**config.mk**
```make
export PLATFORM = sky130hd
export DESIGN_NAME = top_k_leaderboard_table
export DESIGN_NICKNAME = d
export VERILOG_FILES = /design/src/sv/tklb_pkg.sv /design/src/sv/tklb_ram.sv /design/src/sv/top_k_leaderboard_table.sv
export SDC_FILE = /design/constraint.sdc
export NUM_CORES = 2
export LEC_CHECK = 0
export BUFFER_PORTS_ARGS = -buffer_cell sky130_fd_sc_hd__buf_2
export CORE_MARGIN = 1.5
export CORE_UTILIZATION = 50
export CTS_BUF_LIST = sky130_fd_sc_hd__clkbuf_8 sky130_fd_sc_hd__clkbuf_16
export CTS_CLUSTER_DIAMETER = 100
export DETAILED_ROUTE_END_ITERATION = 10
export GPL_ROUTABILITY_DRIVEN = 0
export PLACE_DENSITY = 0.66
export SYNTH_ARGS = -nofsm -noshare
export SYNTH_HDL_FRONTEND = slang
export SYNTH_SLANG_ARGS = --single-unit
```
**constraint.sdc**
```tcl
create_clock -name i_clk -period 11.8 [get_ports i_clk]
set_input_delay 0.59 -clock i_clk [delete_from_list [all_inputs] [get_ports i_clk]]
set_output_delay 0.59 -clock i_clk [all_outputs]
set_load 0.005 [all_outputs]
```
**src/sv/tklb_pkg.sv**
```systemverilog
// shared types and constants of the top-k leaderboard table
// no dependencies
package tklb_pkg;

    localparam int KEY_W       = 32;
    localparam int SCORE_W     = 32;
    localparam int CMD_W       = 2;
    localparam int RANGE_W     = 8;
    localparam int RANK_W      = 6;
    localparam int LIMIT_W     = 6;
    localparam int MAX_RESULTS = 32;
    localparam int REM_W       = $clog2(MAX_RESULTS + 1);
    localparam int ENTRY_W     = KEY_W + SCORE_W;

    localparam logic [LIMIT_W-1:0] LIMIT_RESET = 6'd32;

    typedef enum logic [CMD_W-1:0] {
        CMD_REPORT = 2'd0,
        CMD_QUERY  = 2'd1,
        CMD_RANGE  = 2'd2,
        CMD_CLEAR  = 2'd3
    } t_cmd;

    typedef struct packed {
        logic [KEY_W-1:0]   key;
        logic [SCORE_W-1:0] score;
    } t_entry;

endpackage

```
**src/sv/tklb_ram.sv**
```systemverilog
// generic simple dual-port ram, one write and one registered read port
// no dependencies
module tklb_ram #(
    parameter int WIDTH = 64,
    parameter int DEPTH = 32
) (
    input  logic                                      i_clk,
    input  logic                                      i_we,
    input  logic [((DEPTH > 1) ? $clog2(DEPTH) : 1)-1:0] i_waddr,
    input  logic [WIDTH-1:0]                          i_wdata,
    input  logic                                      i_re,
    input  logic [((DEPTH > 1) ? $clog2(DEPTH) : 1)-1:0] i_raddr,
    output logic [WIDTH-1:0]                          o_rdata
);

    logic [WIDTH-1:0] r_mem [DEPTH];
    logic [WIDTH-1:0] r_rdata;

    always_ff @(posedge i_clk) begin
        if (i_we) begin
            r_mem[i_waddr] <= i_wdata;
        end
        if (i_re) begin
            r_rdata <= r_mem[i_raddr];
        end
    end

    assign o_rdata = r_rdata;

endmodule

```
**src/sv/top_k_leaderboard_table.sv**
```systemverilog
// top-k leaderboard table: sorted (key, score) table with report, query, range and clear
// depends on tklb_pkg and tklb_ram
//
// usage
//   input channel (i_in_valid / o_in_ready) takes one command per transfer:
//   report score, rank query, range read or clear. the output channel
//   (o_out_valid / i_out_ready) returns one result per transfer; report,
//   query, clear and an empty range give one result, a range read gives one
//   result per entry with o_last_item on the final one.
//   i_cfg_we writes the entry limit at any edge; write it only while idle.
// steps
//   report: a scan over the entry ram and a decision; if the entry is kept,
//   a shift of |old - new position| entries and a write of the entry; then
//   a load into the output register. query: a scan, a decision and the
//   output register. clear: straight to the output register. range read:
//   each entry is read from the entry ram and loaded before the next is read.
//   one command is worked on at a time; o_in_ready is high only when idle.
// reset
//   synchronous, active low: the table is emptied (fill count cleared) and
//   the entry limit goes to 32; ram contents are left alone and never read.
// backpressure
//   a result waits in the output register while i_out_ready is low; a new
//   command is still taken meanwhile and stalls only when its own result is due.
module top_k_leaderboard_table #(
    parameter int CAPACITY = 32
) (
    input  logic                           i_clk,
    input  logic                           i_rst_n,
    // configuration
    input  logic                           i_cfg_we,
    input  logic [tklb_pkg::LIMIT_W-1:0]   i_cfg_wdata,
    // command channel
    input  logic                           i_in_valid,
    output logic                           o_in_ready,
    input  logic [tklb_pkg::CMD_W-1:0]     i_command,
    input  logic [tklb_pkg::KEY_W-1:0]     i_player_key,
    input  logic [tklb_pkg::SCORE_W-1:0]   i_score,
    input  logic [tklb_pkg::RANGE_W-1:0]   i_range_start,
    input  logic [tklb_pkg::RANGE_W-1:0]   i_range_count,
    // result channel
    output logic                           o_out_valid,
    input  logic                           i_out_ready,
    output logic [tklb_pkg::RANK_W-1:0]    o_rank_found,
    output logic [tklb_pkg::KEY_W-1:0]     o_entry_key,
    output logic [tklb_pkg::SCORE_W-1:0]   o_entry_score,
    output logic                           o_entry_valid,
    output logic [tklb_pkg::RANK_W-1:0]    o_entry_count,
    output logic                           o_last_item
);

    localparam int AW = (CAPACITY > 1) ? $clog2(CAPACITY) : 1;
    localparam int CW = $clog2(CAPACITY + 1);

    typedef enum logic [2:0] {
        S_IDLE,
        S_SCAN,
        S_DECIDE,
        S_SHIFT,
        S_PLACE,
        S_RESP,
        S_RNG_RD,
        S_RNG_WT
    } t_state;

    t_state                         r_state;
    logic [tklb_pkg::LIMIT_W-1:0]   r_limit;
    logic [CW-1:0]                  r_filled;
    tklb_pkg::t_cmd                 r_cmd;
    logic [tklb_pkg::KEY_W-1:0]     r_key;
    logic [tklb_pkg::SCORE_W-1:0]   r_score;

    // scan
    logic [CW-1:0]                  r_idx;
    logic                           r_rvld;
    logic [AW-1:0]                  r_chk;
    logic                           r_found;
    logic [AW-1:0]                  r_pos;
    logic [CW-1:0]                  r_ge;
    logic [CW-1:0]                  r_gt;
    logic [tklb_pkg::SCORE_W-1:0]   r_last_sc;

    // shift and place
    logic                           r_up;
    logic [AW-1:0]                  r_src;
    logic [AW-1:0]                  r_dst;
    logic [CW-1:0]                  r_nleft;
    logic [AW-1:0]                  r_q;
    logic                           r_append;
    logic [CW-1:0]                  r_rank;

    // range read
    logic [tklb_pkg::REM_W-1:0]     r_rem;

    // output register
    logic                           r_out_valid;
    logic [tklb_pkg::RANK_W-1:0]    r_o_rank;
    logic [tklb_pkg::KEY_W-1:0]     r_o_key;
    logic [tklb_pkg::SCORE_W-1:0]   r_o_score;
    logic                           r_o_evld;
    logic [tklb_pkg::RANK_W-1:0]    r_o_count;
    logic                           r_o_last;

    // ram port
    logic                           ram_we;
    logic [AW-1:0]                  ram_waddr;
    logic [tklb_pkg::ENTRY_W-1:0]   ram_wdata;
    logic                           ram_re;
    logic [AW-1:0]                  ram_raddr;
    logic [tklb_pkg::ENTRY_W-1:0]   ram_rdata;
    tklb_pkg::t_entry               rd_ent;

    logic                           out_free;
    logic                           out_load;
    logic                           scan_more;

    // placement decision
    logic [6:0]                     lim7;
    logic                           room;
    logic                           beats_last;
    logic                           keep;
    logic [CW-1:0]                  p_c;
    logic [CW-1:0]                  q_c;
    logic                           up_c;
    logic [CW-1:0]                  nmov_c;
    logic [CW-1:0]                  src_c;

    // range setup
    logic [8:0]                     start9;
    logic [8:0]                     fill9;
    logic [8:0]                     avail9;
    logic [8:0]                     cnt9;
    logic [8:0]                     n9;
    logic                           rng_empty;

    tklb_ram #(
        .WIDTH (tklb_pkg::ENTRY_W),
        .DEPTH (CAPACITY)
    ) u_entries (
        .i_clk   (i_clk),
        .i_we    (ram_we),
        .i_waddr (ram_waddr),
        .i_wdata (ram_wdata),
        .i_re    (ram_re),
        .i_raddr (ram_raddr),
        .o_rdata (ram_rdata)
    );

    assign rd_ent    = tklb_pkg::t_entry'(ram_rdata);
    assign out_free  = !r_out_valid || i_out_ready;
    // output register takes a new result this cycle
    assign out_load  = out_free && ((r_state == S_RESP) || (r_state == S_RNG_WT));
    assign scan_more = (r_idx < r_filled);

    // ram access per state: reads for scan, shift and range; writes for shift and place
    always_comb begin
        ram_re    = 1'b0;
        ram_raddr = r_src;
        ram_we    = 1'b0;
        ram_waddr = r_dst;
        ram_wdata = ram_rdata;
        unique case (r_state)
            S_SCAN: begin
                ram_re    = scan_more;
                ram_raddr = r_idx[AW-1:0];
            end
            S_SHIFT: begin
                ram_re    = (r_nleft != '0);
                ram_raddr = r_src;
                ram_we    = r_rvld;
                ram_waddr = r_dst;
                ram_wdata = ram_rdata;
            end
            S_PLACE: begin
                ram_we    = 1'b1;
                ram_waddr = r_q;
                ram_wdata = {r_key, r_score};
            end
            S_RNG_RD: begin
                ram_re    = 1'b1;
                ram_raddr = r_pos;
            end
            default: begin
            end
        endcase
    end

    // where the reported entry comes from (p) and where it lands (q)
    always_comb begin
        if (r_limit == '0) begin
            lim7 = 7'd1;
        end else if ({1'b0, r_limit} > 7'(CAPACITY)) begin
            lim7 = 7'(CAPACITY);
        end else begin
            lim7 = {1'b0, r_limit};
        end
        room       = 8'(r_filled) < 8'(lim7);
        beats_last = (r_filled != '0) && (r_score > r_last_sc);
        keep       = r_found || room || beats_last;
        if (r_found) begin
            // new rank counts higher-or-equal entries before it, strictly higher after it
            p_c = CW'(r_pos);
            q_c = r_ge + r_gt;
        end else if (room) begin
            p_c = r_filled;
            q_c = r_ge;
        end else begin
            // last entry is replaced only when strictly beaten, so r_ge excludes it
            p_c = r_filled - 1'b1;
            q_c = r_ge;
        end
        up_c   = (q_c < p_c);
        nmov_c = up_c ? (p_c - q_c) : (q_c - p_c);
        src_c  = up_c ? (p_c - 1'b1) : (p_c + 1'b1);
    end

    // range length clipped to the fill and to the result limit
    always_comb begin
        start9    = {1'b0, i_range_start};
        fill9     = 9'(r_filled);
        avail9    = fill9 - start9;
        rng_empty = (start9 >= fill9) || (i_range_count == '0);
        cnt9      = (9'(i_range_count) < avail9) ? 9'(i_range_count) : avail9;
        n9        = (cnt9 > 9'(tklb_pkg::MAX_RESULTS)) ? 9'(tklb_pkg::MAX_RESULTS) : cnt9;
    end

    always_ff @(posedge i_clk) begin
        if (!i_rst_n) begin
            r_state     <= S_IDLE;
            r_limit     <= tklb_pkg::LIMIT_RESET;
            r_filled    <= '0;
            r_rvld      <= 1'b0;
            r_out_valid <= 1'b0;
        end else begin
            if (i_cfg_we) begin
                r_limit <= i_cfg_wdata;
            end
            if (out_load) begin
                r_out_valid <= 1'b1;
            end else if (i_out_ready) begin
                r_out_valid <= 1'b0;
            end

            unique case (r_state)
                S_IDLE: begin
                    if (i_in_valid) begin
                        r_cmd   <= tklb_pkg::t_cmd'(i_command);
                        r_key   <= i_player_key;
                        r_score <= i_score;
                        unique case (tklb_pkg::t_cmd'(i_command))
                            tklb_pkg::CMD_REPORT, tklb_pkg::CMD_QUERY: begin
                                r_idx   <= '0;
                                r_rvld  <= 1'b0;
                                r_found <= 1'b0;
                                r_ge    <= '0;
                                r_gt    <= '0;
                                r_state <= S_SCAN;
                            end
                            tklb_pkg::CMD_RANGE: begin
                                if (rng_empty) begin
                                    r_rank  <= '0;
                                    r_state <= S_RESP;
                                end else begin
                                    r_pos   <= AW'(i_range_start);
                                    r_rem   <= tklb_pkg::REM_W'(n9);
                                    r_state <= S_RNG_RD;
                                end
                            end
                            tklb_pkg::CMD_CLEAR: begin
                                r_filled <= '0;
                                r_rank   <= '0;
                                r_state  <= S_RESP;
                            end
                        endcase
                    end
                end

                S_SCAN: begin
                    if (scan_more) begin
                        r_idx  <= r_idx + 1'b1;
                        r_rvld <= 1'b1;
                        r_chk  <= r_idx[AW-1:0];
                    end else begin
                        r_rvld <= 1'b0;
                    end
                    if (r_rvld) begin
                        r_last_sc <= rd_ent.score;
                        if (!r_found && (rd_ent.key == r_key)) begin
                            r_found <= 1'b1;
                            r_pos   <= r_chk;
                        end else if (!r_found) begin
                            if (rd_ent.score >= r_score) begin
                                r_ge <= r_ge + 1'b1;
                            end
                        end else if (rd_ent.score > r_score) begin
                            r_gt <= r_gt + 1'b1;
                        end
                    end
                    if (!scan_more && !r_rvld) begin
                        r_state <= S_DECIDE;
                    end
                end

                S_DECIDE: begin
                    if (r_cmd == tklb_pkg::CMD_QUERY) begin
                        r_rank  <= r_found ? (CW'(r_pos) + 1'b1) : '0;
                        r_state <= S_RESP;
                    end else if (keep) begin
                        r_up     <= up_c;
                        r_nleft  <= nmov_c;
                        r_src    <= AW'(src_c);
                        r_q      <= AW'(q_c);
                        r_append <= !r_found && room;
                        r_rvld   <= 1'b0;
                        r_state  <= S_SHIFT;
                    end else begin
                        r_rank  <= '0;
                        r_state <= S_RESP;
                    end
                end

                S_SHIFT: begin
                    // read one entry a cycle, write it one slot over on the next
                    if (r_nleft != '0) begin
                        r_rvld  <= 1'b1;
                        r_dst   <= r_up ? (r_src + 1'b1) : (r_src - 1'b1);
                        r_src   <= r_up ? (r_src - 1'b1) : (r_src + 1'b1);
                        r_nleft <= r_nleft - 1'b1;
                    end else begin
                        r_rvld <= 1'b0;
                        if (!r_rvld) begin
                            r_state <= S_PLACE;
                        end
                    end
                end

                S_PLACE: begin
                    if (r_append) begin
                        r_filled <= r_filled + 1'b1;
                    end
                    r_rank  <= CW'(r_q) + 1'b1;
                    r_state <= S_RESP;
                end

                S_RESP: begin
                    if (out_free) begin
                        r_o_rank    <= tklb_pkg::RANK_W'(r_rank);
                        r_o_key     <= '0;
                        r_o_score   <= '0;
                        r_o_evld    <= 1'b0;
                        r_o_count   <= tklb_pkg::RANK_W'(r_filled);
                        r_o_last    <= 1'b1;
                        r_state     <= S_IDLE;
                    end
                end

                S_RNG_RD: begin
                    r_state <= S_RNG_WT;
                end

                S_RNG_WT: begin
                    if (out_free) begin
                        r_o_rank    <= tklb_pkg::RANK_W'(32'(r_pos) + 32'd1);
                        r_o_key     <= rd_ent.key;
                        r_o_score   <= rd_ent.score;
                        r_o_evld    <= 1'b1;
                        r_o_count   <= tklb_pkg::RANK_W'(r_filled);
                        r_o_last    <= (r_rem == tklb_pkg::REM_W'(1));
                        if (r_rem == tklb_pkg::REM_W'(1)) begin
                            r_state <= S_IDLE;
                        end else begin
                            r_pos   <= r_pos + 1'b1;
                            r_rem   <= r_rem - 1'b1;
                            r_state <= S_RNG_RD;
                        end
                    end
                end

                default: begin
                    r_state <= S_IDLE;
                end
            endcase
        end
    end

    assign o_in_ready    = (r_state == S_IDLE);
    assign o_out_valid   = r_out_valid;
    assign o_rank_found  = r_o_rank;
    assign o_entry_key   = r_o_key;
    assign o_entry_score = r_o_score;
    assign o_entry_valid = r_o_evld;
    assign o_entry_count = r_o_count;
    assign o_last_item   = r_o_last;

endmodule

```
-- After elaboration in Yosys (flattened, before gate mapping)
Memories as Yosys holds them, arrays and structs flattened. A register that Yosys moved wholly into a read port is not among the register bits.
Cells that the tools add are included.
W data, S select, Z words.
- add/subtract/negate cells: 19
- order comparisons: 10
- equality and inequality tests: 39
- multiplexer cells: 102
- bitwise gates (word level): 1
- reductions and logical operators: 49
- operators by type and width (cell ; number):
    $mux W6 ; 36
    $pmux W32 S2 ; 2
    $mux W32 ; 3
    $pmux W6 S2 ; 8
    $mux W5 ; 14
    $gt A32 B32 Y1 ; 2
    $mux W64 ; 1
    $ne A2 B2 Y1 const B ; 20
    $eq A32 B32 Y1 ; 1
    $ge A32 B32 Y1 ; 1
    $mux W3 ; 9
    $add A6 B1 Y6 const B ; 4
    $pmux W3 S8 ; 1
    $pmux W5 S2 ; 2
    $add A5 B1 Y6 const B ; 3
    $pmux W6 S3 ; 1
    $reduce_and A6 Y1 ; 3
    $sub A6 B1 Y6 const B ; 3
    $reduce_and A8 Y1 ; 2
    $add A5 B1 Y5 const B ; 3
    $mux W1 ; 15
    $pmux W5 S3 ; 1
    $reduce_and A3 Y1 ; 5
    $reduce_and A5 Y1 ; 3
    41 further kinds ; 77
- flip-flop bits (word level): 257
- memory bits (writable): 2048
- input bits: 93
- output and inout bits: 80
- logic and storage cells: 250
- memories kept: 1
- memories (name ; depth ; bits a word ; read ports ; clocked after Yosys merged registers in ; write ports ; line ; RTL):
    u_entries.r_mem ; 32 ; 64 ; 1 ; 1 ; 1 ; tklb_ram.sv:16 ; logic [WIDTH-1:0] r_mem [DEPTH];

-- Depth between registers and ports, before layout
- word-level depth: 11
- mapped depth: 21
- mapped depth without buffers: 21

-- Hierarchy
From an unflattened synthesis, not the netlist that was laid out.
- cells, all modules: 4516
- area, all modules: 94632.0 um2
- by module, submodules not included (module ; instances ; cells an instance ; area an instance (um2) ; seq. area each (um2)):
    tklb_ram ; 1 ; 3097 ; 79605.1 ; 63420.8
    top_k_leaderboard_table ; 1 ; 1419 ; 15026.9 ; 7547.2

-- Worst setup path after synthesis
OpenSTA, ideal clock, no wires.
- path type: reg-to-reg
- start point: reg r_state[2]
- end point: mem u_entries.r_mem[4][0] (enable)
- library setup time: 0.486 ns
- data arrival time: 4.494 ns
- data required time: 11.314 ns
- setup slack: 6.819 ns
- cell stages (with the launch flop): 12
- path buffers: 6
- clock period less this slack: 4.981 ns
- cell sequence: dfxtp_1 > buf_2 > buf_4 > buf_6 > buf_2 > and2_1 > clkbuf_1 > buf_2 > nand2_1 > nand2_1 > nand2_1 > nor2_1
- cells in the longest elaborated chain, start to end: 4
- elaborated cells on any way between the ends: 6
- classes of those cells: 2 x eq/ne; 4 x mux
- RTL lines (what ; line ; RTL):
    start: declaration ; top_k_leaderboard_table.sv:65 ; t_state r_state;
    start signal: assignment ; top_k_leaderboard_table.sv:228 ; r_state <= S_IDLE;
    start signal: assignment ; top_k_leaderboard_table.sv:256 ; r_state <= S_SCAN;
    start signal: assignment ; top_k_leaderboard_table.sv:261 ; r_state <= S_RESP;
    $eq A3 B3 Y1 or $eq A3 B2 Y1 (tied branches) ; top_k_leaderboard_table.sv:161 ; unique case (r_state)
    $pmux W1 S2 ; top_k_leaderboard_table.sv:161 ;
    $mux W1 ; tklb_ram.sv:20 ; if (i_we) begin
    $mux W1 (not written as such) ; tklb_ram.sv:21 ; r_mem[i_waddr] <= i_wdata;
    end: declaration ; tklb_ram.sv:16 ;
Parallel ways exist; a longest one is shown, timed or not.

-- Worst setup path after layout
- start point: reg r_limit[5] (netlist bit)
- end point: reg r_nleft[5] (data pin)
- cells in the longest elaborated chain, start to end: 11
- elaborated cells on any way between the ends: 14
- classes of those cells: 2 x add/sub; 3 x order compare; 8 x mux; 1 x reduce/logical
- RTL lines (what ; line ; RTL):
    start: declaration ; top_k_leaderboard_table.sv:66 ; logic [tklb_pkg::LIMIT_W-1:0] r_limit;
    start signal: assignment ; top_k_leaderboard_table.sv:229 ; r_limit <= tklb_pkg::LIMIT_RESET;
    start signal: assignment ; top_k_leaderboard_table.sv:235 ; r_limit <= i_cfg_wdata;
    $gt A6 B6 Y1 ; top_k_leaderboard_table.sv:191 ; end else if ({1'b0, r_limit} > 7'(CAPACITY)) begin
    $mux W6 ; top_k_leaderboard_table.sv:191 ;
    $mux W6 * ; top_k_leaderboard_table.sv:189 ; if (r_limit == '0) begin
    $lt A6 B7 Y1 * ; top_k_leaderboard_table.sv:196 ; room = 8'(r_filled) < 8'(lim7);
    $mux W6 * ; top_k_leaderboard_table.sv:203 ; end else if (room) begin
    $mux W6 * ; top_k_leaderboard_table.sv:199 ; if (r_found) begin
    $lt A6 B6 Y1 * ; top_k_leaderboard_table.sv:211 ; up_c = (q_c < p_c);
    named net up_c ; top_k_leaderboard_table.sv:123 ; logic up_c;
    $mux W6 * ; top_k_leaderboard_table.sv:212 ; nmov_c = up_c ? (p_c - q_c) : (q_c - p_c);
    $mux W6 * ; top_k_leaderboard_table.sv:307 ; end else if (keep) begin
    $mux W6 * ; top_k_leaderboard_table.sv:304 ; if (r_cmd == tklb_pkg::CMD_QUERY) begin
    $pmux W6 S2 * ; top_k_leaderboard_table.sv:243 ; unique case (r_state)
    end signal: assignment ; top_k_leaderboard_table.sv:309 ; r_nleft <= nmov_c;
    end signal: assignment ; top_k_leaderboard_table.sv:327 ; r_nleft <= r_nleft - 1'b1;
    end: declaration ; top_k_leaderboard_table.sv:86 ; logic [CW-1:0] r_nleft;
The timed path passes the listed nets; every way through them passes the cells marked *. The select of a mux whose other input is x is not followed.
A chain may end at the register's enable or synchronous reset.

==> flow_summary.json <==
{
  "clk_pin_slew_ns": 0.06,
  "grt_max_degree": 219,
  "start_util": 0.505,
  "post-synth-top-count-cell": "edfxtp_1",
  "first_global_vias": 61425,
  "synth.top_cell.area_share": 0.724,
  "drive_above_1_share": 0.0898,
  "synth_ff_type": "edfxtp_1",
  "firstDrtPassIters": 6,
  "ir_drop_uv": 265,
  "reg2reg_depth": 19,
  "htreeDepth": 4,
  "clock.fmax_mhz": 188,
  "synthCells": 7777,
  "fillers": 15316,
  "finalHoldViolCount": 0,
  "crit_chain": "inv_1 > nand2_1 > ha_1 > a21o_1 > a21o_1 > a21oi_1 > o21ai_2 > and4_1 > xnor2_1 > o21ai_0 > ha_1 > a21oi_1 > o21ai_2 > a31oi_4 > mux2_2 > a221oi_2 > o211ai_1 > a32o_1 > a211oi_1",
  "fin_crit_sh": 0.450,
  "post_cts_buffers": 0,
  "avgViaCountPerCell": 6.14,
  "dp_hpwl_mm": 150,
  "clockRootBuffer": "clkbuf_16",
  "yosysTopAreaCell": "edfxtp_1",
  "fin_crit_ns": 5.31,
  "ctsResizeCount": 0,
  "crit_fanout": 14,
  "max_stage_delay_ns": 0.57,
  "maxCapViolCount": 0,
  "dieArea_um2": 198000,
  "finalClockSkew_ns": 0.0731,
  "cp_slowest_cell": "o21ai_0",
  "power.density_nw_per_um2": 266,
  "ys_seq_area_frac": 0.728,
  "syn_area_um2": 97500,
  "critical_path_class": "reg -> reg",
  "grt_pass1_wl_mm": 421,
  "syn-num-nets": 7996,
  "hold_path_class": "in -> reg",
  "clock_path_buffers": 3,
  "syn2layout_area_growth_pct": 11.8,
  "tritoncts": "built",
  "drc": 0,
  "synth_cell_type_count": 80,
  "status": "finished, final reports clean",
  "instances_no_fill": 10678,
  "overflow": 0,
  "track_usage": 0.291,
  "io_buffers": 172,
  "async_reset_ff_frac": 0,
  "synth.ff_latch_count": 2369,
  "min_delay_path_depth": 3,
  "cp_data_required_time_ns": 12.44,
  "die_w_um": 445,
  "postCtsHoldBufs": 68,
  "vias": 65569,
  "rsz0062_at_grt": "no",
  "avgSynthCellArea_um2": 12.5,
  "detail-route-antenna-nets": 0,
  "slew_headroom": 0.0516,
  "numCtsBuffers": 230,
  "leakagePower_nw": 38.5,
  "antenna_found_initial": 11,
  "numClockSinks": 2369,
  "arrival_ns": 5.95,
  "synth-edff-count": 2352,
  "worst_pin_slew_ns": 1.42,
  "dp_slack_ns": 6.57,
  "yosys_warnings": 0,
  "clk_latency_ns": 0.89,
  "wirelength_mm": 293,
  "drt_iter0_markers": 10345,
  "core_um2": 193000,
  "setup_viol": 0,
  "dpl.cell_count": 10171,
  "tns_ns": 0,
  "drt-wirelength-per-cell_um": 27.4,
  "core.rowCount": 161,
  "finalWorstSetupSlack_ns": 6.49,
  "synthTopCellsByCount": "edfxtp_1 (2352), nand2_1 (2224), nand3_1 (1347)",
  "startpoint_type": "flip-flop",
  "finalMaxSlewViolations": 0,
  "nNetsFinal": 8166,
  "timing.critical_path.to_type": "flip-flop",
  "power_mw": 29.0,
  "yosys-top-cells-area": "edfxtp_1 (72%), nand2_1 (8.6%), nand3_1 (6.9%)",
  "io_pins": 173,
  "die_y_um": 445
}
## metrics by stage
| step | area, um^2 | util | hold slack [ns] |
|---|---|---|---|
| 2_1_floorplan | 97500 | - | 0.426 |
| 5_1_grt | 109000 | 0.564 | 0.0237 |
| 6_report | 109000 | 0.564 | 0.0415 |
| 3_5_place_dp | 101000 | 0.523 | 0.491 |
| 3_3_place_gp | 101000 | 0.523 | 0.487 |
| 4_1_cts | 109000 | 0.564 | 0.00269 |
## layout make-up
class                   instances  area [um^2]  share of cell area
flip-flops and latches       2369        71000               0.651
multi-input cells            4846        24500               0.225
clock buffers                 233         5830              0.0535
well taps                    2526         3160              0.0290
repair buffers                389         2780              0.0255
clock inverters               199         1400              0.0128
inverters                     111          418             0.00383
diodes                          5         12.5            0.000115
## critical path, delay by kind of cell, from the launching register on
kind	cells	cell delay, ns
compound gates	12	3.04
fa+ha+maj	2	0.66
mux	1	0.41
simple gates	2	0.35
flops	1	0.30
buf+inv	1	0.17
xor+xnor	1	0.15
## power by group
part	leakage, nW	internal [mW]	switching, mW
clock	3.76	3.86	3.20
sequential	21.4	11.1	0.370
combinational	13.3	2.68	7.80
total	38.5	17.6	11.4
## path summary, 6_finish.rpt
kind	start	to	slack, ns
min	i_cfg_wdata[4]	r_limit[4]	0.04
max	r_limit[5]	r_nleft[5]	6.49
min reg2reg	u_entries.o_rdata[0]	r_last_sc[0]	0.51
max reg2reg	r_limit[5]	r_nleft[5]	6.49
## cell families after synthesis
logic type      count (synthesis)  synth area share
simple gates                 4069             0.184
flops                        2369             0.728
buf+inv                       562            0.0256
compound gates                524            0.0340
fa+ha+maj                     126            0.0166
xor+xnor                       88           0.00790
mux                            39           0.00407
## registers in the layout, summed over array words and instances, names as in the netlist, 5 cells and up
| name | count |
|---|---|
| r_idx | 6 |
| r_key | 32 |
| r_rem | 6 |
| r_nleft | 6 |
| o_rank_found | 6 |
| r_gt | 6 |
| r_dst | 5 |
| r_chk | 5 |
| r_filled | 6 |
| u_entries.r_mem | 2048 |
| r_pos | 5 |
| r_src | 5 |
| o_entry_count | 6 |
| r_score | 32 |
| r_ge | 6 |
| r_limit | 6 |
| o_entry_score | 32 |
| r_q | 5 |
| u_entries.o_rdata | 64 |
| o_entry_key | 32 |
| r_last_sc | 32 |
| r_rank | 6 |
## cells in the final DEF, fill, tap and decap left out, types with 42 or more instances in the layout
master	synthesis	routed
a21oi_1	213	213
and2_1	69	68
and3_1	76	74
buf_2	222	172
buf_4	18	140
clkbuf_16	0	233
clkinv_1	1	60
clkinv_2	0	45
dlygate4sd3_1	0	68
edfxtp_1	2352	2352
ha_1	121	121
inv_1	110	170
nand2_1	2224	2222
nand3_1	1347	1347
nor2_1	151	112
nor2_4	4	43
o21ai_0	74	42
xnor2_1	62	62
## per-layer routing
metal	wire, um	global-route usage	vias up	share of wire
met5	12	0	-	0.000041
met4	10600	0.103	2	0.036
met3	35000	0.0568	608	0.12
met2	133000	0.450	4186	0.46
met1	114000	0.414	32351	0.39
li1	-	-	28422	-
Power figures use the tool's default switching activity.
